$ cat src/rtl/spfg_pkg.sv
// Shared types and constants for the servo pulse frame generator.
package spfg_pkg;

   localparam int CHAN_W        = 3;
   localparam int VALUE_W       = 8;
   localparam int PINS_W        = 6;
   localparam int SLOT_W        = 5;
   localparam int PULSE_W       = 10;
   localparam int UPTIME_W      = 32;
   localparam int CSR_INDEX_W   = 3;
   localparam int CSR_DATA_W    = 6;
   localparam int NUM_SLOT_REGS = 6;

   // Pulse length is 2*value plus this base, in fine ticks.
   localparam logic [PULSE_W-1:0] PULSE_BASE = 10'd126;

   localparam logic [PINS_W-1:0] ENABLE_RESET = 6'h3F;
   // Default slot of channel i is 3*i.
   localparam int SLOT_STEP = 3;

   typedef enum logic [1:0] {
      REQ_MS_TICK   = 2'd0,
      REQ_FINE_TICK = 2'd1,
      REQ_WRITE     = 2'd2,
      REQ_READ      = 2'd3
   } req_kind_type;

   typedef enum logic [CSR_INDEX_W-1:0] {
      CSR_ENABLE_MASK = 3'd0,
      CSR_SLOT_CH0    = 3'd1,
      CSR_SLOT_CH1    = 3'd2,
      CSR_SLOT_CH2    = 3'd3,
      CSR_SLOT_CH3    = 3'd4,
      CSR_SLOT_CH4    = 3'd5,
      CSR_SLOT_CH5    = 3'd6,
      CSR_UNUSED      = 3'd7
   } csr_index_type;

   typedef logic [SLOT_W-1:0] slot_type;

   typedef struct packed {
      logic              hit;
      logic [CHAN_W-1:0] chan;
   } slot_hit_type;

endpackage

$ cat src/rtl/servo_pulse_frame_generator.sv
// Top level of the six-channel hobby-servo pulse frame generator.
//
// Each request word is one event: a millisecond tick, a fine pulse-clock tick, a servo
// value write or a servo value read, and each one yields exactly one response word that
// carries the pin levels, the read data (zero unless an enabled channel is read) and the
// millisecond uptime as they stand after the event. A millisecond tick checks the current
// slot of the frame; the lowest enabled channel assigned to that slot raises its pin and
// (re)loads the pulse count with 2*value+126 fine ticks, then the slot counter advances
// (wrapping at FRAME_SLOTS) and uptime increments. Fine ticks count the pulse down, and
// when it runs out all pins drop together. The block is a two-register pipeline: a request
// register feeding a response register through one pass of short logic, so a new word is
// accepted every clock cycle while rsp_ready stays high, and each response is presented at
// the response port once its request has moved on into the response register. While a
// finished response waits for rsp_ready, the request register can still take one more
// word; after that req_ready stays low until the response is taken, and in that state
// req_ready follows rsp_ready combinationally. Configuration writes are taken on any cycle
// (csr_ready is always high) and should be issued only while no request is in flight.
module servo_pulse_frame_generator #(
   parameter int NUM_CHANNELS = 6,
   parameter int FRAME_SLOTS  = 20
) (
   input  logic                              clock,
   input  logic                              reset,

   input  logic                              req_valid,
   output logic                              req_ready,
   input  logic [1:0]                        req_type,
   input  logic [spfg_pkg::CHAN_W-1:0]       req_channel,
   input  logic [spfg_pkg::VALUE_W-1:0]      req_value,

   output logic                              rsp_valid,
   input  logic                              rsp_ready,
   output logic [spfg_pkg::PINS_W-1:0]       rsp_servo_pins,
   output logic [spfg_pkg::VALUE_W-1:0]      rsp_read_value,
   output logic [spfg_pkg::UPTIME_W-1:0]     rsp_uptime_ms,

   input  logic                              csr_valid,
   output logic                              csr_ready,
   input  logic [spfg_pkg::CSR_INDEX_W-1:0]  csr_index,
   input  logic [spfg_pkg::CSR_DATA_W-1:0]   csr_wdata
);
   import spfg_pkg::*;

   localparam int IDX_W = (NUM_CHANNELS > 1) ? $clog2(NUM_CHANNELS) : 1;

   // Configuration registers.
   logic [PINS_W-1:0] enable_mask_ff;
   slot_type          slot_regs_ff [NUM_SLOT_REGS];

   // Request register.
   logic               s1_valid_ff;
   req_kind_type       s1_kind_ff;
   logic [CHAN_W-1:0]  s1_channel_ff;
   logic [VALUE_W-1:0] s1_value_ff;

   // Generator state.
   logic [VALUE_W-1:0]  servo_values_ff [NUM_CHANNELS];
   slot_type            slot_counter_ff, slot_counter_in;
   logic [PULSE_W-1:0]  pulse_remaining_ff, pulse_remaining_in;
   logic                pulse_running_ff, pulse_running_in;
   logic [PINS_W-1:0]   pin_levels_ff, pin_levels_in;
   logic [UPTIME_W-1:0] uptime_ff, uptime_in;

   // Response register.
   logic                out_valid_ff;
   logic [VALUE_W-1:0]  out_read_ff, out_read_in;

   logic               advance;
   slot_hit_type       slot_hit;
   logic [IDX_W-1:0]   val_addr;
   logic [VALUE_W-1:0] val_rdata;
   logic               ch_in_range;
   logic               ch_enabled;
   logic [SLOT_W:0]    slot_next;
   logic [PULSE_W-1:0] pulse_dec;

   // A word moves from the request register to the response register when the latter is
   // empty or being emptied in the same cycle.
   assign advance   = s1_valid_ff && (!out_valid_ff || rsp_ready);
   assign req_ready = !s1_valid_ff || advance;
   assign csr_ready = 1'b1;

   assign rsp_valid      = out_valid_ff;
   assign rsp_servo_pins = pin_levels_ff;
   assign rsp_read_value = out_read_ff;
   assign rsp_uptime_ms  = uptime_ff;

   spfg_slot_match #(
      .NUM_CHANNELS (NUM_CHANNELS)
   ) u_slot_match (
      .enable_mask (enable_mask_ff),
      .slot_regs   (slot_regs_ff),
      .slot_count  (slot_counter_ff),
      .slot_hit    (slot_hit)
   );

   // One read address into the value store: the slot winner on a millisecond tick,
   // the addressed channel otherwise.
   assign val_addr  = (s1_kind_ff == REQ_MS_TICK) ? slot_hit.chan[IDX_W-1:0]
                                                  : s1_channel_ff[IDX_W-1:0];
   assign val_rdata = servo_values_ff[val_addr];

   assign ch_in_range = (32'(s1_channel_ff) < NUM_CHANNELS);
   assign ch_enabled  = ch_in_range && (32'(s1_channel_ff) < NUM_SLOT_REGS)
                        && enable_mask_ff[s1_channel_ff];

   assign slot_next = {1'b0, slot_counter_ff} + (SLOT_W+1)'(1);
   assign pulse_dec = (pulse_remaining_ff != '0) ? (pulse_remaining_ff - PULSE_W'(1)) : '0;

   always_comb begin
      slot_counter_in    = slot_counter_ff;
      pulse_remaining_in = pulse_remaining_ff;
      pulse_running_in   = pulse_running_ff;
      pin_levels_in      = pin_levels_ff;
      uptime_in          = uptime_ff;
      out_read_in        = '0;
      case (s1_kind_ff)
         REQ_MS_TICK: begin
            if (slot_hit.hit) begin
               pin_levels_in      = pin_levels_ff | (PINS_W'(1) << slot_hit.chan);
               pulse_remaining_in = {1'b0, val_rdata, 1'b0} + PULSE_BASE;
               pulse_running_in   = 1'b1;
            end
            slot_counter_in = (32'(slot_next) >= FRAME_SLOTS) ? '0 : slot_next[SLOT_W-1:0];
            uptime_in       = uptime_ff + UPTIME_W'(1);
         end
         REQ_FINE_TICK: begin
            if (pulse_running_ff) begin
               pulse_remaining_in = pulse_dec;
               if (pulse_dec == '0) begin
                  pin_levels_in    = '0;
                  pulse_running_in = 1'b0;
               end
            end
         end
         REQ_READ: begin
            if (ch_enabled) begin
               out_read_in = val_rdata;
            end
         end
         default: begin
            // Writes touch only the value store.
         end
      endcase
   end

   // Request register.
   always_ff @(posedge clock) begin
      if (reset) begin
         s1_valid_ff <= 1'b0;
      end else if (req_ready) begin
         s1_valid_ff <= req_valid;
      end
      if (req_ready && req_valid) begin
         s1_kind_ff    <= req_kind_type'(req_type);
         s1_channel_ff <= req_channel;
         s1_value_ff   <= req_value;
      end
   end

   // Generator state and response register.
   always_ff @(posedge clock) begin
      if (reset) begin
         slot_counter_ff    <= '0;
         pulse_remaining_ff <= '0;
         pulse_running_ff   <= 1'b0;
         pin_levels_ff      <= '0;
         uptime_ff          <= '0;
         out_valid_ff       <= 1'b0;
         for (int i = 0; i < NUM_CHANNELS; i++) begin
            servo_values_ff[i] <= '0;
         end
      end else begin
         if (advance) begin
            slot_counter_ff    <= slot_counter_in;
            pulse_remaining_ff <= pulse_remaining_in;
            pulse_running_ff   <= pulse_running_in;
            pin_levels_ff      <= pin_levels_in;
            uptime_ff          <= uptime_in;
            out_valid_ff       <= 1'b1;
            if ((s1_kind_ff == REQ_WRITE) && ch_in_range) begin
               servo_values_ff[s1_channel_ff[IDX_W-1:0]] <= s1_value_ff;
            end
         end else if (rsp_ready) begin
            out_valid_ff <= 1'b0;
         end
      end
   end

   always_ff @(posedge clock) begin
      if (advance) begin
         out_read_ff <= out_read_in;
      end
   end

   // Configuration registers. Indexes past the last slot register are dropped.
   always_ff @(posedge clock) begin
      if (reset) begin
         enable_mask_ff <= ENABLE_RESET;
         for (int i = 0; i < NUM_SLOT_REGS; i++) begin
            slot_regs_ff[i] <= SLOT_W'(SLOT_STEP * i);
         end
      end else if (csr_valid && csr_ready) begin
         unique case (csr_index_type'(csr_index))
            CSR_ENABLE_MASK: begin
               enable_mask_ff <= csr_wdata;
            end
            CSR_SLOT_CH0, CSR_SLOT_CH1, CSR_SLOT_CH2,
            CSR_SLOT_CH3, CSR_SLOT_CH4, CSR_SLOT_CH5: begin
               slot_regs_ff[csr_index - CSR_SLOT_CH0] <= csr_wdata[SLOT_W-1:0];
            end
            default: begin
            end
         endcase
      end
   end

   // Pins are only ever high while a pulse count is running.
   assert property (@(posedge clock) disable iff (reset)
      (pin_levels_ff != '0) |-> pulse_running_ff)
      else $error("servo pins high with no pulse running");

   // A running pulse always has count left.
   assert property (@(posedge clock) disable iff (reset)
      pulse_running_ff |-> (pulse_remaining_ff != '0))
      else $error("pulse running with zero count");

   // The slot counter stays inside the frame.
   assert property (@(posedge clock) disable iff (reset)
      (32'(slot_counter_ff) < FRAME_SLOTS))
      else $error("slot counter outside the frame");

   // Each processed millisecond tick adds exactly one to uptime.
   assert property (@(posedge clock) disable iff (reset)
      (advance && (s1_kind_ff == REQ_MS_TICK)) |=>
         (uptime_ff == ($past(uptime_ff) + UPTIME_W'(1))))
      else $error("uptime did not step on a millisecond tick");

endmodule

$ cat src/rtl/spfg_slot_match.sv
// Finds the lowest enabled channel whose frame slot equals the current slot.
module spfg_slot_match #(
   parameter int NUM_CHANNELS = 6
) (
   input  logic [spfg_pkg::PINS_W-1:0] enable_mask,
   input  spfg_pkg::slot_type          slot_regs [spfg_pkg::NUM_SLOT_REGS],
   input  spfg_pkg::slot_type          slot_count,
   output spfg_pkg::slot_hit_type      slot_hit
);
   import spfg_pkg::*;

   localparam int ACTIVE_CH = (NUM_CHANNELS < NUM_SLOT_REGS) ? NUM_CHANNELS : NUM_SLOT_REGS;

   // Scan from the top down so the lowest matching channel is left standing.
   always_comb begin
      slot_hit = '0;
      for (int i = ACTIVE_CH - 1; i >= 0; i--) begin
         if (enable_mask[i] && (slot_regs[i] == slot_count)) begin
            slot_hit.hit  = 1'b1;
            slot_hit.chan = CHAN_W'(i);
         end
      end
   end

endmodule
$ cat config.mk
export PLATFORM = sky130hd
export DESIGN_NAME = servo_pulse_frame_generator
export DESIGN_NICKNAME = d
export VERILOG_FILES = /design/src/rtl/spfg_pkg.sv /design/src/rtl/servo_pulse_frame_generator.sv /design/src/rtl/spfg_slot_match.sv
export SDC_FILE = /design/constraint.sdc
export NUM_CORES = 1
export LEC_CHECK = 0
export ABC_AREA = 1
export BUFFER_PORTS_ARGS = -buffer_cell sky130_fd_sc_hd__buf_2
export CORE_MARGIN = 5
export CORE_UTILIZATION = 55
export CTS_BUF_LIST = sky130_fd_sc_hd__clkbuf_2
export DETAILED_ROUTE_END_ITERATION = 6
export GPL_TIMING_DRIVEN = 0
export PLACE_DENSITY = 0.84
export SLEW_MARGIN = 20
export SYNTH_ARGS = -nofsm -noshare
export SYNTH_HDL_FRONTEND = slang
export SYNTH_SLANG_ARGS = --single-unit
$ cat constraint.sdc
create_clock -name clock -period 2.41 [get_ports clock]
set_input_delay 0 -clock clock [delete_from_list [all_inputs] [get_ports clock]]
set_output_delay 0 -clock clock [all_outputs]
set_load 0.01 [all_outputs]
# Word level (Yosys, flattened, before mapping)
# Memory sizes are Yosys's and may differ from the RTL's.
# Index checks and enable logic that the tools add are counted.
[op_classes]
n_shift = 1
n_eq_ne = 18
reduce_logical = 30
n_bitwise = 2
muxes = 36
n_lt_le_gt_ge = 5
n_addsub = 5
[ops]
columns = ["operator", "n"]
rows = [
  ["$add 32x1->32 const B", 1],
  ["$bwmux 30", 1],
  ["$eq 5x5->1", 6],
  ["$mux 10", 3],
  ["$mux 4", 6],
  ["$pmux 10 s2", 1],
  ["$mux 6", 3],
  ["$demux 5 s3", 1],
  ["$mux 1", 13],
  ["$pmux 6 s2", 1],
  ["$logic_and 1x1->1", 11],
  ["$add 9x7->10 const B", 1],
  ["$logic_not 10->1", 1],
  ["$mux 5", 2],
  ["$reduce_bool 10->1", 1],
  ["$sub 10x1->10 const B", 1],
  ["$eq 3x3->1 const B", 3],
  ["$mux 8", 1],
  ["$reduce_and 2->1", 4],
  ["$reduce_or 8->1", 1],
  ["$add 5x1->6 const B", 1],
  ["$eq 3x2->1 const B", 2],
  ["$ge 6x5->1 const B", 1],
  ["$mux 3", 2],
  ["23 further kinds", 29],
]
[word_totals]
wordCells = 116
ramBits = 48
n_memories = 1
output_inout_bits = 49
inputBits = 27
reg_bits = 113
[mem_list]
columns = ["memory", "words", "width", "rd", "rd_ports_with_merged_regs", "write_ports", "line_no", "text"]
rows = [
  ["servo_values_ff", 6, 8, 1, 0, 6, "servo_pulse_frame_generator.sv:57", "logic [VALUE_W-1:0] servo_values_ff [NUM_CHANNELS];"],
]

# Longest topological paths before layout
# Gate-level depths: netlist of run 1.
# An unclocked memory read counts as a cell.
[logic_depth]
ltp_word = 13
ltp_mapped = 27
ltp_nobuf = 25

# Cells and area by module
# Synthesis of run 1 repeated with hierarchy kept, for this count alone.
[unflattened]
hier_cells = 1127
area_unflattened_um2 = 8831.0
[modules_own_cells]
columns = ["module", "area_each_um2", "cells_per_inst", "n_inst", "seq_area_each_um2"]
rows = [
  ["servo_pulse_frame_generator", 8329.2, 1022, 1, 4394.2],
  ["spfg_slot_match", 501.7, 105, 1, 0.0],
]

# Worst setup path before layout of run 1
# No wires, ideal clock.
[synth_path]
path_type = "flip-flop to flip-flop"
from = "register slot_counter_ff[0]"
to = "register pulse_remaining_ff[5]"
path_slack_ns = -0.054
synth_period_minus_slack_ns = 2.464
path_buffers = 2
path_stages_with_launch = 20
setup_ns = 0.070
arrival_time_ns = 2.394
required_ns = 2.340
cell_sequence = "dfxtp_1 buf_6 inv_2 nor2_1 nor3_2 nand3_1 nand2_2 nand3_2 a21boi_4 inv_2 buf_6 nand3_2 nand3_1 o21ai_2 ha_1 nand2_1 nor2_1 xnor2_1 nand2_1 a21oi_1"
[synth_via]
elab_chain_cells = 13
elab_cells_between_ends = 25
cone_classes = "add/sub: 1; eq/ne: 7; mux: 9; reduce/logical: 7; memory: 1"
[synth_lines]
columns = ["item", "line_no", "text"]
rows = [
  ["from (decl)", "servo_pulse_frame_generator.sv:58", "slot_type slot_counter_ff, slot_counter_in;"],
  ["from (signal assigned)", "servo_pulse_frame_generator.sv:175", "slot_counter_ff <= slot_counter_in;"],
  ["$eq 5x5->1", "spfg_slot_match.sv:18", "if (enable_mask[i] && (slot_regs[i] == slot_count)) begin"],
  ["$logic_and 1x1->1", "spfg_slot_match.sv:18", ""],
  ["$mux 4 (5 in series)", "spfg_slot_match.sv:18", ""],
  ["$mux 4 *", "spfg_slot_match.sv:18", ""],
  ["$mux 3", "servo_pulse_frame_generator.sv:99", "assign val_addr = (s1_kind_ff == REQ_MS_TICK) ? slot_hit.chan[IDX_W-1:0]"],
  ["$mem_v2 6x8", "--", ""],
  ["$add 9x7->10", "servo_pulse_frame_generator.sv:121", "pulse_remaining_in = {1'b0, val_rdata, 1'b0} + PULSE_BASE;"],
  ["$mux 10", "servo_pulse_frame_generator.sv:119", "if (slot_hit.hit) begin"],
  ["$pmux 10 s2", "servo_pulse_frame_generator.sv:117", "case (s1_kind_ff)"],
  ["to (signal assigned)", "servo_pulse_frame_generator.sv:176", "pulse_remaining_ff <= pulse_remaining_in;"],
  ["to (decl)", "servo_pulse_frame_generator.sv:59", "logic [PULSE_W-1:0] pulse_remaining_ff, pulse_remaining_in;"],
]
# Mark *: on every way between the ends. The rest lies on a longest branch, timed or not. The select of a mux whose other input is x is not followed.
# A chain may end at the register's enable or synchronous reset.

# Worst setup path after layout of run 1
[layout_path]
from = "register slot_counter_ff[1]"
to = "register pulse_remaining_ff[6]"
# Same word-level chain as after synthesis.

==> reports/qor.yml, run 1 <==
outcome:
  status: "finished, violations left"
  violations: "design-rule violations, negative setup slack"
timing:
  finalSetupViolCount: 70
  clock_skew_ps: 42.0
  hold_viol: 0
  layout_setup_ws_ps: -646
  max-slew-margin-rel_pct: 44.6
  drv_slew: 0
  fmax_mhz: 327
  worst_pin_slew_ps: 831
  rsz0062_at_grt: "yes"
  fin_crit_ps: 3060
  post-route-period-util_pct: 127
cells_and_area:
  finalNonFillerCells: 1556
  areaGrowthSynthToFinish_pct: 36.7
  drive_gt1_share_pct: 31.6
  fin_nets: 1363
  fillers: 935
placed_design:
  hpwlAfterDp_um: 15100
  dp_slack_ps: -767
  place_inst: 1386
  place.gp.congestion: 0.884
  port_buffers: 73
cts:
  path_clk_slew_ps: 280
  numCtsBuffers: 17
  clock_sink_count: 177
  cts_tree: "done"
  clk_latency_ps: 820
  root_buffer: "clkbuf_2"
  clockBufferDepth: 2
  htreeDepth: 4
synthesis:
  synthCells: 1082
  ys_seq_elements: 177
  yosysUniqueCellTypes: 52
  synth_seq_area_share_pct: 50.2
  avgSynthCellArea_um2: 8.09
  netlist_area_um2: 8750
  ys_warn_count: 0
routing:
  first_pass_iters: 7
  wl_um: 29900
  first_iter_violations: 1216
  antenna_left: 0
  routedWlPerCell_um: 19.2
  via_per_inst: 5.98
  route.vias.total: 9298
  drc_errors: 4
pwr:
  irDropWorstVdd_mv: 0.369
  p_per_area_nw_per_um2: 531
  power_leakage_nw: 5.19
hold_path:
  hold_path_class: "input pin to flip-flop"
  min_from: "csr_index[1]"
floorplan:
  initial_utilization_pct: 55.5
  core_um2: 15800
  dieArea_um2: 18500
  die_x_um: 136
  die_h_um: 136
  ios: 76
  num_rows: 46
worst_setup_path:
  crit_chain: "buf_6, buf_4, nand2_1, nand2_1, nor2_1, nand3_2, nand2_2, nand2_2, nand2_2, nand2_2, nand3_4, buf_6, nand3b_1, nand3_2, nand3_2, o21ai_4, buf_4, nand3_2, o21ai_1, nand3_1, nand2_1, a21oi_1"
  critical_path.max_fanout: 10
  end_kind: "flip-flop"
  regToRegStartpoint: "slot_counter_ff[1]$_SDFFE_PP0P_"
  worstPathRequired_ps: 3140
  worstPathArrival_ps: 3780
  cp-start-kind: "flip-flop"
  startpoint: "slot_counter_ff[1]$_SDFFE_PP0P_"
  path_class: "flip-flop to flip-flop"
  cpPeakStageDelay_ps: 410
  critPathSlowestCell: "dfxtp_2"
grt:
  grt_max_degree: 17
  grt_pass1_vias: 8196
  grt_pass1_wl_um: 39000
  grtUsageTotal_pct: 26.5
  overflow: 0
  antenna_found_initial: 1
run:
  drv_cap: 0
## cell type report
cell class	instances	area, um2	area share [%]
Multi-Input combinational cell	731	4490	37.5
Sequential cell	177	4410	36.8
Timing Repair Buffer	210	1610	13.5
Inverter	154	621	5.19
Buffer	35	280	2.34
Tap cell	216	270	2.26
Clock inverter	15	195	1.63
Clock buffer	17	85.1	0.712
Antenna cell	1	2.50	0.0209
## state kept, by name, summed over array words and instances, names as in the netlist
register and cells:
enable_mask_ff 6, pulse_remaining_ff 10, pulse_running_ff 1, rsp_read_value 8, rsp_servo_pins 6, rsp_uptime_ms 32, rsp_valid 1, s1_channel_ff 3
s1_kind_ff 2, s1_valid_ff 1, s1_value_ff 8, servo_values_ff 64, slot_counter_ff 5, slot_regs_ff 30
## routing by layer
layer  GRT usage [%]  routed length, um  vias to the layer above  part of all wire, %
met5               0                  0                        -                    0
met4            11.0               2030                        0                  6.8
met3            5.29               3160                      216                   11
met2            44.9              14200                      769                   47
met1            33.0              10500                     4293                   35
li1                -                  -                     4020                    -
## per-stage QoR
| stage | hold slack, ps | cell area, um2 | util (%) | power (mW) | TNS (ps) |
|---|---|---|---|---|---|
| floorplan | 98.9 | 8850 | - | 3.83 | -22.7 |
| global placement | 178 | 9490 | 60.2 | 4.01 | -14410 |
| detailed placement | 179 | 9490 | 60.2 | 4.03 | -18330 |
| CTS | 0.555 | 11200 | 70.9 | 6.03 | -3210 |
| global route | 57.8 | 12000 | 75.8 | 6.53 | -22140 |
| finish | 42.1 | 12000 | 75.8 | 6.35 | -15050 |
## cell usage after synthesis, drive strengths merged
cell type	n	share of area, %
nand2	237	11
inv	152	6.5
nor2	137	6.4
nand3	102	6.4
dfxtp	92	21
edfxtp	85	29
a21oi	73	4.3
o21ai	56	3.4
nor3	24	1.5
clkbuf	19	0.82
nand3b	19	1.6
buf	16	1.5
ha	10	1.4
o22ai	8	0.57
xor2	8	0.80
o211ai	7	0.60
nand4	5	0.43
or2	5	0.36
a31oi	4	0.29
nor3b	3	0.39
xnor2	3	0.30
a211oi	2	0.17
clkinv	2	0.086
conb	2	0.086
nor4	2	0.14
a21boi	1	0.21
a221oi	1	0.10
a32oi	1	0.10
and3	1	0.072
o2111ai	1	0.10
o21a	1	0.086
o21bai	1	0.086
o221a	1	0.13
o221ai	1	0.10
## final timing paths
kind / end / slack [ps] / cells after the start
worst max-delay path: pulse_remaining_ff[6]$_SDFFE_PP0P_ / -650 / 22
worst min-delay path: slot_regs_ff[5]$_SDFFE_PP0P_ / 40 / 7
worst max register to register: pulse_remaining_ff[6]$_SDFFE_PP0P_ / -650 / 22
worst min register to register: slot_regs_ff[9]$_SDFFE_PP0P_ / 490 / 2
## cells by family (layout without fill, tap and decap cells)
kind of cell / Yosys count / count (layout) / share of synthesized area, %
buf+inv: 189 / 431 / 8.92
other cells: 2 / 18 / 0.0858
flops: 177 / 177 / 50.2
compound gates: 158 / 158 / 10.3
fa+ha+maj: 10 / 10 / 1.43
simple gates: 535 / 535 / 27.9
xor+xnor: 11 / 11 / 1.10
## what timing repair did
action                                  in CTS  in global routing
endpoints found under the setup margin      68                 89
hold endpoints to repair                   113                  0
pin swaps                                   43                 46
hold buffers                                57                  0
cloned                                       3                  0
setup buffers                               51                 31
resized for setup                          128                154
## worst max-delay path, delay by kind of cell, from the launching register on
kind / cells / cell delay, ps
buf+inv: 4 / 620
flops: 1 / 410
compound gates: 3 / 350
simple gates: 15 / 1580
## power breakdown
group          total, mW  switching, mW  leakage (nW)  internal, mW
registers           3.29         0.0472          1.62          3.24
logic               1.26          0.759          3.41         0.505
clock network       1.80           1.15         0.163         0.648
## layout by cell type (no fill, tap or decap), types with 10 or more instances in the layout
cell | synthesis | routed
nand3_2 | 8 | 41
clkbuf_2 | 0 | 21
nor2_4 | 6 | 18
nand3b_1 | 19 | 19
inv_2 | 5 | 11
nor2_1 | 130 | 110
clkbuf_1 | 19 | 13
conb_1 | 2 | 17
o21ai_0 | 48 | 37
buf_4 | 7 | 64
nand2_4 | 2 | 17
a21oi_2 | 1 | 10
inv_1 | 146 | 134
buf_2 | 4 | 75
nor3_1 | 22 | 13
a21oi_1 | 71 | 62
dfxtp_1 | 92 | 83
nand3_1 | 93 | 52
nand2_1 | 227 | 183
buf_6 | 5 | 29
nand2_2 | 8 | 36
dlygate4sd3_1 | 0 | 55
edfxtp_1 | 85 | 85
Note: power is estimated with default switching activity, not from simulation.
==> run 2: changes to the inputs <==
--- a/config.mk
+++ b/config.mk
@@ -9,7 +9,7 @@
 export BUFFER_PORTS_ARGS = -buffer_cell sky130_fd_sc_hd__buf_2
 export CORE_MARGIN = 5
 export CORE_UTILIZATION = 55
-export CTS_BUF_LIST = sky130_fd_sc_hd__clkbuf_2
+export CTS_BUF_LIST = sky130_fd_sc_hd__clkbuf_4
 export DETAILED_ROUTE_END_ITERATION = 6
 export GPL_TIMING_DRIVEN = 0
 export PLACE_DENSITY = 0.84
==> run 2 against run 1 <==
Net effect:
- the flow finishes with violations (design-rule violations, negative hold slack, negative setup slack)
- clock-buffer cell count unchanged
- hold slack worse by 46 ps
- final area down 3.7%
- final cell count down 1.5%
- largest power group unchanged
==> reports/qor.yml, run 2 (same netlist as run 1, synthesis figures left out) <==
cts:
  root_buffer: "clkbuf_4"
  clock_sink_count: 177  # unchanged
  htreeDepth: 4  # unchanged
  numCtsBuffers: 17  # unchanged
  clockBufferDepth: 2  # unchanged
  path_clk_slew_ps: 160  # -120 ps
  clk_latency_ps: 640  # -180 ps
  cts_tree: "done"
worst_setup_path:
  critPathSlowestCell: "dfxtp_2"
  cpPeakStageDelay_ps: 370  # -40 ps
  path_class: "flip-flop to flip-flop"
  crit_chain: "buf_8, buf_6, o22ai_1, nor2_1, nand3_2, nand2_1, nand2_2, nand2_2, nand3_4, nand2_8, buf_6, nand2_1, nand3_1, nand3_1, nand2_2, nand2_4, nor2_4, nand3_2, nand3_1, nand2_1, o21ai_1, inv_1"
  crit_buf_inv: 4  # unchanged
  end_kind: "flip-flop"
  cp-start-kind: "flip-flop"
  cp_top_family: "simple AND/OR/NAND/NOR gates"
  worstPathRequired_ps: 2960  # -180 ps
  worstPathArrival_ps: 3500  # -280 ps
  critical_path.max_fanout: 8  # -2
placed_design:
  post_dp_cell_area_um2: 9490  # unchanged
  port_buffers: 73  # unchanged
  place.gp.congestion: 0.884  # unchanged
  place_inst: 1386  # unchanged
  hpwlAfterDp_um: 15100  # unchanged
cells_and_area:
  drive_gt1_share_pct: 29.3  # -2.3 points
  stdcell_area_um2: 11500  # -3.7%
  areaGrowthSynthToFinish_pct: 31.6
  finalNonFillerCells: 1533  # -1.5%
  largest_reg_flops: 64  # unchanged
  final_common_cell: "nand2_1"
  top_register: "servo_values_ff"
  final_cell_mix: "nand2_1, inv_1, nor2_1"
  fin_nets: 1339  # -1.8%
  fillers: 1073  # +15%
pwr:
  swShare_pct: 29.2  # -1.6 points
  power_leakage_nw: 5.06  # -2.5%
  p_total_mw: 6.33  # -0.30%
  combinationalPowerShare_pct: 18.0  # -1.9 points
  seqPwrFrac_pct: 51.8  # about the same
  irDropWorstVdd_mv: 0.321  # -13%
  cell_internal_pwr_mw: 4.49  # +2.0%
  clkPwrFrac_pct: 30.2  # +1.9 points
  p_per_area_nw_per_um2: 550  # +3.6%
  p_switching_mw: 1.85  # -5.5%
routing:
  wl_um: 26200  # -12%
  first_pass_iters: 7  # unchanged
  antenna_left: 0  # unchanged
  routedWlPerCell_um: 17.1  # -11%
  route.vias.total: 8619  # -7.3%
  first_iter_violations: 966  # -21%
  drc_errors: 2  # -2
  via_per_inst: 5.62  # -5.9%
floorplan:
  num_rows: 46  # unchanged
  dieArea_um2: 18500  # unchanged
  initial_utilization_pct: 55.5  # unchanged
  die_h_um: 136  # unchanged
  die_x_um: 136  # unchanged
  ios: 76  # unchanged
  core_um2: 15800  # unchanged
timing:
  layout_setup_ws_ps: -533  # +112 ps
  post-route-period-util_pct: 122  # -4.7 points
  hold_viol: 1  # +1
  clock_skew_ps: 25.1  # -16.9 ps
  fin_crit_ps: 2940  # -112 ps
  fmax_mhz: 340  # +3.8%
  fin_hold_ws_ps: -3.96  # -46.0 ps
  drv_slew: 0  # unchanged
  worst_pin_slew_ps: 749  # -81.8 ps
  max-slew-margin-rel_pct: 50.1  # +5.5 points
  final.setup.tns_ps: -7100  # +7960 ps
  rsz0062_at_grt: "yes"
  finalSetupViolCount: 28  # -60%
run:
  drv_cap: 0  # unchanged
grt:
  grt_pass1_vias: 7985  # -2.6%
  grt_pass1_wl_um: 38300  # -1.8%
  antenna_found_initial: 1  # unchanged
  overflow: 0  # unchanged
  grtUsageTotal_pct: 26.1  # -0.39 points
  grt_max_degree: 17  # unchanged
outcome:
  violations: "design-rule violations, negative hold slack, negative setup slack"
  status: "finished, violations left"
hold_path:
  hold_path_class: "input pin to flip-flop"
==> run 2: cell count changes in the layout (fill, tap and decap cells not counted), sizes merged <==
cell          delta
clkinv           -1
diode            +1
dlygate4sd3     -21
buf              -4
dlymetal6s4s     +1
inv              +1
==> run 2: area by class of cell <==
class	count	area [um2]	share of cell area [%]
plain buffers	34	264	2.29
well taps	216	270	2.35
repair buffers	187	1360	11.8
diodes	2	5.00	0.0435
flip-flops and latches	177	4400	38.3
multi-input cells	731	4270	37.1
inverters	154	611	5.30
clock buffers	17	128	1.11
clock inverters	15	195	1.70
==> run 2: layer usage <==
layer / part of all wire (%) / GRT usage (%) / vias up
met4: 3.6 / 9.63 / 0
met1: 38 / 33.3 / 3992
li1: - / - / 3978
met5: 0 / 0 / -
met2: 50 / 43.8 / 528
met3: 9.1 / 5.51 / 121
==> run 2: power by group through the flow <==
stage	logic [mW]	clock network (mW)	registers (mW)
after floorplan	0.496	0	3.33
after global placement	0.671	0	3.34
after detailed placement	0.687	0	3.34
after CTS	0.936	1.90	3.27
after global routing	1.21	2.04	3.29
final	1.14	1.91	3.28
==> run 2: tightest hold or removal path: cells and delay by family <==
family,cells,cell delay (ps)
buffers and inverters,2,180
adders and majority gates,1,160
and+or+nand+nor,3,270
==> run 2: path summary, 6_finish.rpt <==
path / cells after the start / slack [ps] / to / from
hold / removal: 6 / -4 / enable_mask_ff[0]$_SDFFE_PP1P_ / csr_index[2]
setup reg to reg: 22 / -530 / pulse_remaining_ff[7]$_SDFFE_PP0P_ / slot_counter_ff[4]$_SDFFE_PP0P_
setup / recovery: 22 / -530 / pulse_remaining_ff[7]$_SDFFE_PP0P_ / slot_counter_ff[4]$_SDFFE_PP0P_
hold reg to reg: 2 / 460 / rsp_servo_pins[2]$_SDFFE_PP0P_ / rsp_servo_pins[2]$_SDFFE_PP0P_
==> run 2: what timing repair did <==
action                                  in CTS  in global routing
hold buffers                                35                  0
endpoints found under the hold margin       54                  0
buffers inserted                            53                 25
gates resized for setup                    109                116
gates cloned                                 3                  0
endpoints found under the setup margin      61                 92
pin swaps                                   44                 53
==> run 2: stage by stage <==
step	hold slack, ps	utilization, %	worst slack [ps]
final	-3.96	73.0	-533
after global routing	31.2	73.0	-695
after CTS	23.6	69.3	-284
after detailed placement	179	60.2	-767
after global placement	178	60.2	-736
after floorplan	98.9	-	-10.8
==> run 3: changes to the inputs <==
--- a/config.mk
+++ b/config.mk
@@ -12,7 +12,7 @@
 export CTS_BUF_LIST = sky130_fd_sc_hd__clkbuf_4
 export DETAILED_ROUTE_END_ITERATION = 6
 export GPL_TIMING_DRIVEN = 0
-export PLACE_DENSITY = 0.84
+export PLACE_DENSITY = 0.81
 export SLEW_MARGIN = 20
 export SYNTH_ARGS = -nofsm -noshare
 export SYNTH_HDL_FRONTEND = slang
==> constraint.sdc (replaced) <==
create_clock -name clock -period 3.1 [get_ports clock]
set_input_delay 0 -clock clock [delete_from_list [all_inputs] [get_ports clock]]
set_output_delay 0 -clock clock [all_outputs]
set_load 0.01 [all_outputs]
==> run 3 against run 2 <==
Net effect:
- the run now ends clean
- final area fell by 11%
- critical path depth fell by 3
- sequential power fell by 22%
- critical path type unchanged
- largest power group unchanged
==> reports/qor.yml, run 3 (same netlist as run 1, synthesis figures left out) <==
outcome:
  status: "completed"
floorplan:
  initial_utilization_pct: 55.5  # unchanged
  num_rows: 46  # unchanged
  core_um2: 15800  # unchanged
  ios: 76  # unchanged
  die_h_um: 136  # unchanged
  dieArea_um2: 18500  # unchanged
  die_x_um: 136  # unchanged
cells_and_area:
  final_common_cell: "nand2_1"
  top_register: "servo_values_ff"
  drive_gt1_share_pct: 15.3  # -14 points
  fin_util_pct: 64.8  # -8.2 points
  fillers: 1362  # +27%
  largest_reg_flops: 64  # unchanged
  stdcell_area_um2: 10200  # -11%
  multiInputGateArea_um2: 3710  # -13%
  final-seq-area_um2: 4400  # -0.11%
  areaGrowthSynthToFinish_pct: 16.8
  fin_nets: 1265  # -5.5%
  final_cell_mix: "nand2_1, inv_1, nor2_1"
worst_setup_path:
  cp-start-kind: "flip-flop"
  cp_top_family: "simple AND/OR/NAND/NOR gates"
  critPathSlowestCell: "dfxtp_2"
  critical_path.max_fanout: 10  # +2
  worstPathArrival_ps: 3530  # +30 ps
  path_common_cell: "nand2_1"
  crit_chain: "buf_6, inv_2, o22ai_1, a21oi_1, nand3_2, nand2_1, nor2_1, nand2_2, o21ai_4, inv_1, buf_6, nand3_1, nand2_2, ha_2, nand2_1, nor2_1, xnor2_1, nand2_1, a21oi_1"
  worstPathRequired_ps: 3610  # +650 ps
  crit_buf_inv: 4  # unchanged
  path_class: "flip-flop to flip-flop"
  end_kind: "flip-flop"
  cpPeakStageDelay_ps: 360  # about the same
  regToRegStartpoint: "slot_counter_ff[1]$_SDFFE_PP0P_"
  startpoint: "slot_counter_ff[1]$_SDFFE_PP0P_"
timing:
  worst_pin_slew_ps: 775  # +26.6 ps
  max-slew-margin-rel_pct: 48.2  # -1.8 points
  final.setup.tns_ps: 0  # +7100 ps
  fin_crit_ps: 3010  # +71.5 ps
  finalSetupViolCount: 0  # -100%
  clock_skew_ps: 29.0  # +3.91 ps
  hold_viol: 0  # -1
  rsz0062_at_grt: "yes"
  drv_slew: 0  # unchanged
  fmax_mhz: 332  # -2.4%
  post-route-period-util_pct: 97.3  # -25 points
run:
  drv_cap: 0  # unchanged
grt:
  overflow: 0  # unchanged
  grt_pass1_wl_um: 34500  # -10%
  grt_pass1_vias: 7051  # -12%
  grtUsageTotal_pct: 23.7  # -2.4 points
  grt_max_degree: 17  # unchanged
  antenna_found_initial: 1  # unchanged
routing:
  wl_um: 21500  # -18%
  via_per_inst: 5.32  # -5.3%
  first_iter_violations: 728  # -25%
  drc_errors: 0  # -2
  first_pass_iters: 5  # -2
  routedWlPerCell_um: 14.7  # -14%
  route.vias.total: 7763  # -9.9%
  antenna_left: 0  # unchanged
placed_design:
  hpwlAfterDp_um: 15300  # +1.5%
  post_dp_cell_area_um2: 9440  # -0.51%
  port_buffers: 73  # unchanged
  place.gp.congestion: 0.892  # +0.86%
hold_path:
  hold_path_class: "input pin to flip-flop"
  min_from: "csr_index[2]"
cts:
  root_buffer: "clkbuf_4"
  clk_latency_ps: 590  # -50 ps
  cts_tree: "done"
  path_clk_slew_ps: 150  # about the same
  numCtsBuffers: 17  # unchanged
  htreeDepth: 4  # unchanged
  clockBufferDepth: 2  # unchanged
  clock_sink_count: 177  # unchanged
pwr:
  power_leakage_nw: 4.48  # -12%
  irDropWorstVdd_mv: 0.219  # -32%
  p_per_area_nw_per_um2: 441  # -20%
  p_total_mw: 4.51  # -29%
-- run 3: changes by cell type in the layout (fill, tap and decap cells not counted), sizes merged, moves of 2 or more --
cell | previous run | this run
buf | 169 | 95
clkbuf | 34 | 40
clkinv | 4 | 6
clkinvlp | 3 | 0
dlygate4sd3 | 34 | 31
-- run 3: area by class of cell --
class | count | share of cell area [%]
Clock inverter | 12 | 1.40
Timing Repair Buffer | 112 | 7.20
Tap cell | 216 | 2.64
Buffer | 35 | 2.25
Multi-Input combinational cell | 731 | 36.3
Inverter | 154 | 5.75
Antenna cell | 2 | 0.0490
Sequential cell | 177 | 43.0
Clock buffer | 19 | 1.40
-- run 3: final timing paths --
check / end / slack, ps / cells after the start
max reg2reg: pulse_remaining_ff[5]$_SDFFE_PP0P_ / 90 / 19
min: slot_regs_ff[16]$_SDFFE_PP1P_ / 60 / 9
max: pulse_remaining_ff[5]$_SDFFE_PP0P_ / 90 / 19
min reg2reg: rsp_servo_pins[2]$_SDFFE_PP0P_ / 460 / 2
-- run 3: metal layers --
metal	global-route usage [%]	vias to the layer above	share of wire, %
met3	4.15	37	7.4
met5	0	-	0
li1	-	3824	-
met4	8.06	0	2.0
met1	31.7	3584	43
met2	38.9	318	48
-- run 3: report_power, final --
group	switching, mW	internal (mW)
clock network	0.791	0.567
logic	0.390	0.212
registers	0.0318	2.52
total	1.21	3.29
-- run 3: timing repair --
item,CTS,global route
pin swaps,2,5
hold buffers,31,0
setup buffers,3,5
hold endpoints to repair,62,0
gates resized for setup,2,37
setup endpoints to repair,6,22
-- run 3: worst register-to-register path, delay by kind of cell, from the launching register on --
kind / cells / cell delay, ps
AOI/OAI and AO/OA: 4 / 520
xor gates and xnor gates: 1 / 130
adders and majority gates: 1 / 210
buffers and inverters: 4 / 600
DFF: 1 / 360
and+or+nand+nor: 9 / 1110
-- run 3: metrics by stage --
step | hold slack, ps | cells | setup WS [ps]
finish | 61.6 | 1458 | 85.2
global route | 89.0 | 1458 | -47.8
CTS | 33.3 | 1451 | 36.3
detailed placement | 178 | 1386 | -173
global placement | 179 | 1386 | -157
floorplan | 98.9 | 1097 | 636
